`src/hdl/grdfs_pkg.sv`:
```
// shared constants and types for the depth-first reachability block
package grdfs_pkg;

    localparam int MAX_VERTICES = 64;
    localparam int VERT_W       = 6;   // bits of a vertex number
    localparam int COUNT_W      = 7;   // bits of a vertex count or stack depth
    localparam int IN_DATA_W    = 88;  // 82 payload bits padded to whole bytes
    localparam int OUT_DATA_W   = 8;   // 6 payload bits padded to whole bytes

    // opcodes carried on the input tuser bit
    localparam logic OP_LOAD  = 1'b0;
    localparam logic OP_QUERY = 1'b1;

    typedef logic [VERT_W-1:0]       vertex_t;
    typedef logic [COUNT_W-1:0]      count_t;
    typedef logic [MAX_VERTICES-1:0] row_t;

endpackage

```
`src/hdl/graph_reachability_dfs_path.sv`:
```
// top level of the depth-first reachability block over an adjacency matrix
//
// A load transfer (tuser = 0) writes one 64-bit adjacency row into a 64 x 64 RAM;
// the block is ready again in the next cycle. A query transfer
// (tuser = 1) runs a depth-first search from source to target, trying neighbors in
// rising index order, with the path kept on a 64 x 6 stack RAM. The block is not
// ready during a query. One shared find-first-set unit picks the next neighbor from
// the registered adjacency row masked by the visited marks and the vertex count.
// Each advance to a new vertex goes through row read and select, each backtrack
// through stack read, reload, row read and select, as each RAM has a single read
// port. Each path entry is read from the stack and held on the output until
// m_axis_tready takes it, before the next entry is read. Results are:
// the path from source to target, tuser = 1, tlast on the target; or a single
// transfer with tuser = 0, vertex 0 and tlast when the target is not reached or
// when source or target is not below vertex_count. Querying a row that was never
// loaded gives undefined results. vertex_count above 64 acts as 64.
module graph_reachability_dfs_path
    import grdfs_pkg::*;
(
    input  logic                  aclk,
    input  logic                  aresetn,
    // configuration: vertex_count
    input  logic                  cfg_wr_en,
    input  logic [COUNT_W-1:0]    cfg_wr_data,
    // input channel
    input  logic                  s_axis_tvalid,
    output logic                  s_axis_tready,
    // tdata: row_index[5:0], row_bits[69:6], source_vertex[75:70],
    //        target_vertex[81:76], zero pad[87:82]
    input  logic [IN_DATA_W-1:0]  s_axis_tdata,
    // tuser: opcode
    input  logic                  s_axis_tuser,
    // result channel
    output logic                  m_axis_tvalid,
    input  logic                  m_axis_tready,
    // tdata: path_vertex[5:0], zero pad[7:6]
    output logic [OUT_DATA_W-1:0] m_axis_tdata,
    // tuser: reachable
    output logic                  m_axis_tuser,
    output logic                  m_axis_tlast
);

    typedef enum logic [2:0] {
        ST_IDLE,
        ST_ADJ_RD,   // read adjacency row of the top vertex
        ST_EVAL,     // pick next neighbor or backtrack
        ST_POP_RD,   // read new top of stack
        ST_POP_LD,   // take it as the current vertex
        ST_EMIT_RD,  // read one path entry
        ST_OUT       // result waits for transfer
    } state_t;

    state_t  state_reg, state_next;
    count_t  vcount_reg, vcount_next;
    count_t  depth_reg, depth_next;
    vertex_t top_v_reg, top_v_next;
    vertex_t target_reg, target_next;
    row_t    visited_reg, visited_next;
    row_t    valid_reg, valid_next;
    vertex_t emit_idx_reg, emit_idx_next;
    logic    out_valid_reg, out_valid_next;
    logic    out_reach_reg, out_reach_next;
    logic    out_last_reg, out_last_next;

    // memories
    row_t    adj_mem [MAX_VERTICES];
    row_t    adj_rdata_reg;
    vertex_t stack_mem [MAX_VERTICES];
    vertex_t stack_rdata_reg;

    // input fields
    vertex_t in_row_index;
    row_t    in_row_bits;
    vertex_t in_source;
    vertex_t in_target;
    logic    in_xfer;

    // control for the memories
    logic    adj_we;
    logic    stack_we;
    vertex_t stack_waddr;
    vertex_t stack_wdata;
    vertex_t stack_raddr;

    // search datapath
    count_t  n_eff;
    row_t    valid_mask;
    row_t    cand;
    logic    cand_any;
    logic [7:0] grp_nz;
    logic [2:0] grp_sel;
    logic [7:0] grp_bits;
    logic [2:0] bit_sel;
    vertex_t next_w;

    assign in_row_index = s_axis_tdata[5:0];
    assign in_row_bits  = s_axis_tdata[69:6];
    assign in_source    = s_axis_tdata[75:70];
    assign in_target    = s_axis_tdata[81:76];

    assign s_axis_tready = (state_reg == ST_IDLE);
    assign in_xfer       = s_axis_tvalid && s_axis_tready;

    assign m_axis_tvalid = out_valid_reg;
    assign m_axis_tuser  = out_reach_reg;
    assign m_axis_tlast  = out_last_reg;
    // not-reachable result carries vertex 0
    assign m_axis_tdata  = {2'b00, (out_reach_reg ? stack_rdata_reg : vertex_t'(0))};

    // effective vertex count, saturated at the array size
    assign n_eff = (vcount_reg > count_t'(MAX_VERTICES)) ? count_t'(MAX_VERTICES)
                                                         : vcount_reg;

    always_comb begin
        for (int i = 0; i < MAX_VERTICES; i++) begin
            valid_mask[i] = (count_t'(i) < n_eff);
        end
    end

    // candidate neighbors: edges into valid, unvisited vertices
    assign cand     = adj_rdata_reg & valid_reg & ~visited_reg;
    assign cand_any = |cand;

    // find-first-set in two levels: lowest nonzero byte, then lowest bit in it
    always_comb begin
        for (int g = 0; g < 8; g++) begin
            grp_nz[g] = |cand[g*8 +: 8];
        end
        grp_sel = 3'd0;
        for (int g = 7; g >= 0; g--) begin
            if (grp_nz[g]) begin
                grp_sel = 3'(g);
            end
        end
        grp_bits = cand[{grp_sel, 3'b000} +: 8];
        bit_sel  = 3'd0;
        for (int b = 7; b >= 0; b--) begin
            if (grp_bits[b]) begin
                bit_sel = 3'(b);
            end
        end
    end

    assign next_w = {grp_sel, bit_sel};

    // memory control
    assign adj_we = in_xfer && (s_axis_tuser == OP_LOAD);

    always_comb begin
        stack_we    = 1'b0;
        stack_waddr = depth_reg[VERT_W-1:0];
        stack_wdata = next_w;
        if (state_reg == ST_IDLE) begin
            // source goes to the bottom of the stack
            stack_we    = in_xfer && (s_axis_tuser == OP_QUERY);
            stack_waddr = vertex_t'(0);
            stack_wdata = in_source;
        end else if (state_reg == ST_EVAL) begin
            stack_we = cand_any;
        end
    end

    assign stack_raddr = (state_reg == ST_EMIT_RD) ? emit_idx_reg
                                                   : depth_reg[VERT_W-1:0] - vertex_t'(1);

    always_ff @(posedge aclk) begin
        if (adj_we) begin
            adj_mem[in_row_index] <= in_row_bits;
        end
        if (state_reg == ST_ADJ_RD) begin
            adj_rdata_reg <= adj_mem[top_v_reg];
        end
    end

    always_ff @(posedge aclk) begin
        if (stack_we) begin
            stack_mem[stack_waddr] <= stack_wdata;
        end
        if (state_reg == ST_POP_RD || state_reg == ST_EMIT_RD) begin
            stack_rdata_reg <= stack_mem[stack_raddr];
        end
    end

    // sequencer
    always_comb begin
        state_next     = state_reg;
        vcount_next    = vcount_reg;
        depth_next     = depth_reg;
        top_v_next     = top_v_reg;
        target_next    = target_reg;
        visited_next   = visited_reg;
        valid_next     = valid_reg;
        emit_idx_next  = emit_idx_reg;
        out_valid_next = out_valid_reg;
        out_reach_next = out_reach_reg;
        out_last_next  = out_last_reg;

        if (cfg_wr_en) begin
            vcount_next = cfg_wr_data;
        end

        case (state_reg)
            ST_IDLE: begin
                if (in_xfer && s_axis_tuser == OP_QUERY) begin
                    valid_next    = valid_mask;
                    target_next   = in_target;
                    top_v_next    = in_source;
                    emit_idx_next = vertex_t'(0);
                    if ({1'b0, in_source} >= n_eff || {1'b0, in_target} >= n_eff) begin
                        // one not-reachable result
                        depth_next     = count_t'(0);
                        visited_next   = row_t'(0);
                        out_valid_next = 1'b1;
                        out_reach_next = 1'b0;
                        out_last_next  = 1'b1;
                        state_next     = ST_OUT;
                    end else begin
                        depth_next   = count_t'(1);
                        visited_next = row_t'(1) << in_source;
                        state_next   = (in_source == in_target) ? ST_EMIT_RD : ST_ADJ_RD;
                    end
                end
            end
            ST_ADJ_RD: begin
                state_next = ST_EVAL;
            end
            ST_EVAL: begin
                if (cand_any) begin
                    // push the lowest unvisited neighbor
                    visited_next = visited_reg | (row_t'(1) << next_w);
                    depth_next   = depth_reg + count_t'(1);
                    top_v_next   = next_w;
                    state_next   = (next_w == target_reg) ? ST_EMIT_RD : ST_ADJ_RD;
                end else begin
                    // dead end: backtrack
                    depth_next = depth_reg - count_t'(1);
                    if (depth_reg == count_t'(1)) begin
                        out_valid_next = 1'b1;
                        out_reach_next = 1'b0;
                        out_last_next  = 1'b1;
                        state_next     = ST_OUT;
                    end else begin
                        state_next = ST_POP_RD;
                    end
                end
            end
            ST_POP_RD: begin
                state_next = ST_POP_LD;
            end
            ST_POP_LD: begin
                top_v_next = stack_rdata_reg;
                state_next = ST_ADJ_RD;
            end
            ST_EMIT_RD: begin
                out_valid_next = 1'b1;
                out_reach_next = 1'b1;
                out_last_next  = ({1'b0, emit_idx_reg} + count_t'(1)) == depth_reg;
                state_next     = ST_OUT;
            end
            ST_OUT: begin
                if (m_axis_tready) begin
                    out_valid_next = 1'b0;
                    if (out_last_reg) begin
                        state_next = ST_IDLE;
                    end else begin
                        emit_idx_next = emit_idx_reg + vertex_t'(1);
                        state_next    = ST_EMIT_RD;
                    end
                end
            end
            default: begin
                state_next = ST_IDLE;
            end
        endcase
    end

    always_ff @(posedge aclk) begin
        if (!aresetn) begin
            state_reg     <= ST_IDLE;
            vcount_reg    <= count_t'(MAX_VERTICES);
            depth_reg     <= count_t'(0);
            visited_reg   <= row_t'(0);
            out_valid_reg <= 1'b0;
            out_reach_reg <= 1'b0;
            out_last_reg  <= 1'b0;
        end else begin
            state_reg     <= state_next;
            vcount_reg    <= vcount_next;
            depth_reg     <= depth_next;
            visited_reg   <= visited_next;
            out_valid_reg <= out_valid_next;
            out_reach_reg <= out_reach_next;
            out_last_reg  <= out_last_next;
        end
        top_v_reg    <= top_v_next;
        target_reg   <= target_next;
        valid_reg    <= valid_next;
        emit_idx_reg <= emit_idx_next;
    end

endmodule

```
`config.mk`:
```
export PLATFORM = sky130hd
export DESIGN_NAME = graph_reachability_dfs_path
export DESIGN_NICKNAME = d
export VERILOG_FILES = /design/src/hdl/grdfs_pkg.sv /design/src/hdl/graph_reachability_dfs_path.sv
export SDC_FILE = /design/constraint.sdc
export NUM_CORES = 2
export LEC_CHECK = 0
export ABC_CLOCK_PERIOD_IN_PS = 6300
export BUFFER_PORTS_ARGS = -buffer_cell sky130_fd_sc_hd__clkbuf_2
export CORE_ASPECT_RATIO = 1.5
export CORE_MARGIN = 1.5
export CORE_UTILIZATION = 50
export DETAILED_ROUTE_END_ITERATION = 10
export PLACE_DENSITY = 0.68
export SYNTH_ARGS = -nofsm -noshare
export SYNTH_HDL_FRONTEND = slang
export SYNTH_MEMORY_MAX_BITS = 65536
export SYNTH_SLANG_ARGS = --single-unit
```
`constraint.sdc`:
```
create_clock -name aclk -period 6.3 [get_ports aclk]
set_input_delay 1.26 -clock aclk [delete_from_list [all_inputs] [get_ports aclk]]
set_output_delay 1.26 -clock aclk [all_outputs]
set_load 0.01 [all_outputs]
```
==> results.toml <==
[grt]
grt_start_max_net_pins = 103
grt_usage = 0.2620
grt_pass1_vias = 88140
overflow = 0
antenna_found_initial = 30
grt_pass1_wl_um = 673100

[yosys]
synth-edff-count = 4632
synthFlopType = "edfxtp_1"
synth_area_per_cell_um2 = 23.41
synth.top_cell.area_share = 0.7639
yosysWarnings = 0
synth_cell_types = 85
netlist_instances = 7780
ys_seq_area_frac = 0.7731
synth_area_um2 = 182100
synthArstFlopShare = 0
ys_ff_latch = 4716
synth.largest_area_cell = "edfxtp_1"
ys_top_cells_by_area = "edfxtp_1 76%, mux4_2 18%, dfxtp_1 0.92%"

[sta]
slew_violations = 0
slew_headroom = 0.1691
fin_ws_ns = 1.009
fin_crit_ns = 5.291
tns_ns = 0
hold_slack_ns = 0.5109
period_share = 0.8399
hold_viol = 0
max_freq_ghz = 0.1890
worst_slew_pin_slew_ns = 1.243
setup_viol = 0
rsz0062_at_grt = "false"
clock_skew_ns = 0.03687

[placement]
gp_congestion = 0.9581
dp_hpwl_um = 260400
portBuffers = 104
pre_cts_slack_ns = 0.9380
dp.cells = 12480
place_area_um2 = 190600

[final_layout]
reg_top3 = "adj_mem x4096, stack_mem x384"
fin_area_um2 = 204000
largest-register = "adj_mem"
nets = 8236
largest_reg_flops = 4096
fin_cells = 13250
area_growth_pct = 12.06
fillers = 25890
drive_above_1_share = 0.2963

[die]
num_rows = 271
ios = 113
start_util = 0.5019
core_um2 = 362800
dieWidth_um = 495.7
die_y_um = 742.1
die_area_um2 = 367900

[status]
status = "complete, but fails checks"
violations = "antenna violations"

[detailed_routing]
via_count = 86820
initialDrtViolationCount = 10600
drtAntennaViolNets = 1
wl_per_cell_um = 36.33
viasPerCell = 6.553
drtPass1Iterations = 6
drc_errors = 0
routed_wl_um = 481400

[power]
p_leak_nw = 62.52
sw_frac_of_total = 0.2264
power_density_nw_per_um2 = 329.8
internal_power_mw = 52.06
power_frac_seq = 0.519
power.ir.vdd_worst_v = 0.0002189
pwr-share-clk = 0.380
p_switching_mw = 15.24
p_comb_frac = 0.101

[job]
cap_viol_max_count = 0

[hold_path]
hold_path.class = "reg2reg"
hold_depth = 2

[clocking]
cts_num_sinks = 4716
clkLatencyLatePin_ns = 0.96
clock_path_buffers = 4
cts-root-buf = "clkbuf_16"
cts_made_buffers = 414
cts_hold_buf = 0
htreeDepth = 5
path_clk_slew_ns = 0.06
cts_tree = "done"
post_cts_buffers = 0
cts_resized = 0

[setup_path]
cp_cell_sequence = "and3b_1 > nor4_2 > nand4_1 > a311o_1 > nor4b_1 > a31oi_1 > and3_1 > o211ai_1 > a311o_1 > nand2b_1 > o21ai_0 > o211a_1"
path_class = "reg2reg"
crit_path_end_kind = "register"
slowest_stage = "nand2b_1"
slowest_delay_ns = 0.84
rr_worst_depth = 12
r2r_slack_ns = 1.01
arrival_ns = 6.13
worst_setup_path_start_kind = "register"
critPathMaxFanout = 14
cp_common_cell = "a311o_1"
worstPathRequired_ns = 7.14
[per-stage QoR]
step                        util  power (mW)
after floorplan                -       39.89
after global placement    0.5253       42.33
after detailed placement  0.5253       42.45
after CTS                 0.5623       67.68
after global routing      0.5623       69.05
final                     0.5624       67.29
[cell type report]
type                            count  area, um^2  share of cell area
Sequential cell                  4716      140800              0.6899
Timing Repair Buffer              355        3518             0.01724
Clock inverter                    276        2726             0.01336
Inverter                           26       97.59           0.0004783
Multi-Input combinational cell   2606       40210              0.1971
Antenna cell                       15       37.54           0.0001840
Tap cell                         4777        5977             0.02929
Clock buffer                      478       10710             0.05247
[power groups by stage]
stage	Clock (mW)	Combinational [mW]	Sequential, mW
floorplan	0	4.33	35.6
global placement	0	6.72	35.6
detailed placement	0	6.82	35.6
CTS	25.9	6.84	34.9
global route	27.0	7.10	34.9
finish	25.6	6.77	35.0
[cells in the final DEF, fill, tap and decap left out, drive strengths merged, types with 23 or more instances in the layout]
cell | Yosys | final
mux2i | 38 | 38
nand2 | 79 | 79
or3 | 48 | 48
nand3b | 54 | 54
mux4 | 1440 | 1440
a221oi | 51 | 51
nor2 | 224 | 224
edfxtp | 4632 | 4632
dfxtp | 84 | 84
a211oi | 39 | 39
clkinv | 0 | 188
nor2b | 38 | 38
nand3 | 23 | 23
inv | 26 | 41
o21ai | 128 | 128
nor3 | 45 | 45
bufinv | 0 | 51
buf | 92 | 251
a21oi | 132 | 132
clkbuf | 341 | 582
[cells in the mapped netlist, drive strengths merged, types with 4 or more instances]
cell	number
edfxtp	4632
mux4	1440
clkbuf	341
nor2	224
a21oi	132
o21ai	128
buf	92
dfxtp	84
nand2	79
nand3b	54
a221oi	51
or3	48
nor3	45
a211oi	39
mux2i	38
nor2b	38
inv	26
nand3	23
o211a	22
and2	18
nand2b	18
xnor2	17
ha	16
nor4	11
or2	11
a31oi	10
o21a	10
and4	9
nand4	9
o22ai	9
a21o	7
and3b	7
mux2	7
xor2	7
a22oi	6
o21bai	6
o221ai	6
a21boi	5
and3	5
o211ai	4
o31a	4
o31ai	4
or4	4
[cells by family (layout without fill, tap and decap cells)]
group | Yosys count | in the layout | synth area share
DFF | 4716 | 4716 | 0.7731
adders and majority gates | 16 | 16 | 0.001099
and+or+nand+nor | 614 | 614 | 0.01776
AOI/OAI and AO/OA | 465 | 465 | 0.01666
buffers and inverters | 459 | 1135 | 0.009606
xor gates and xnor gates | 24 | 24 | 0.001154
other | 1 | 17 | 0.00002059
muxes | 1485 | 1485 | 0.1806
[path summary, 6_finish.rpt]
path | startpoint | endpoint
worst max-delay path | adj_rdata_reg[22] | visited_reg[51]
worst min-delay path | vcount_reg[6] | vcount_reg[6]
worst max register to register | adj_rdata_reg[22] | visited_reg[51]
worst min register to register | vcount_reg[6] | vcount_reg[6]
[routing by layer]
metal | wire length (um) | up-vias | track usage
li1 | - | 34150 | -
met1 | 165700 | 47230 | 0.3258
met2 | 253400 | 4417 | 0.4585
met3 | 40010 | 1006 | 0.04183
met4 | 22150 | 24 | 0.1048
met5 | 160 | - | 0
[worst max-delay path, delay by kind of cell, from the launching register on]
kind            cells  cell delay (ns)
compound gates      6             2.01
flops               1             0.37
simple gates        6             2.78
(Power assumes the default switching activity.)
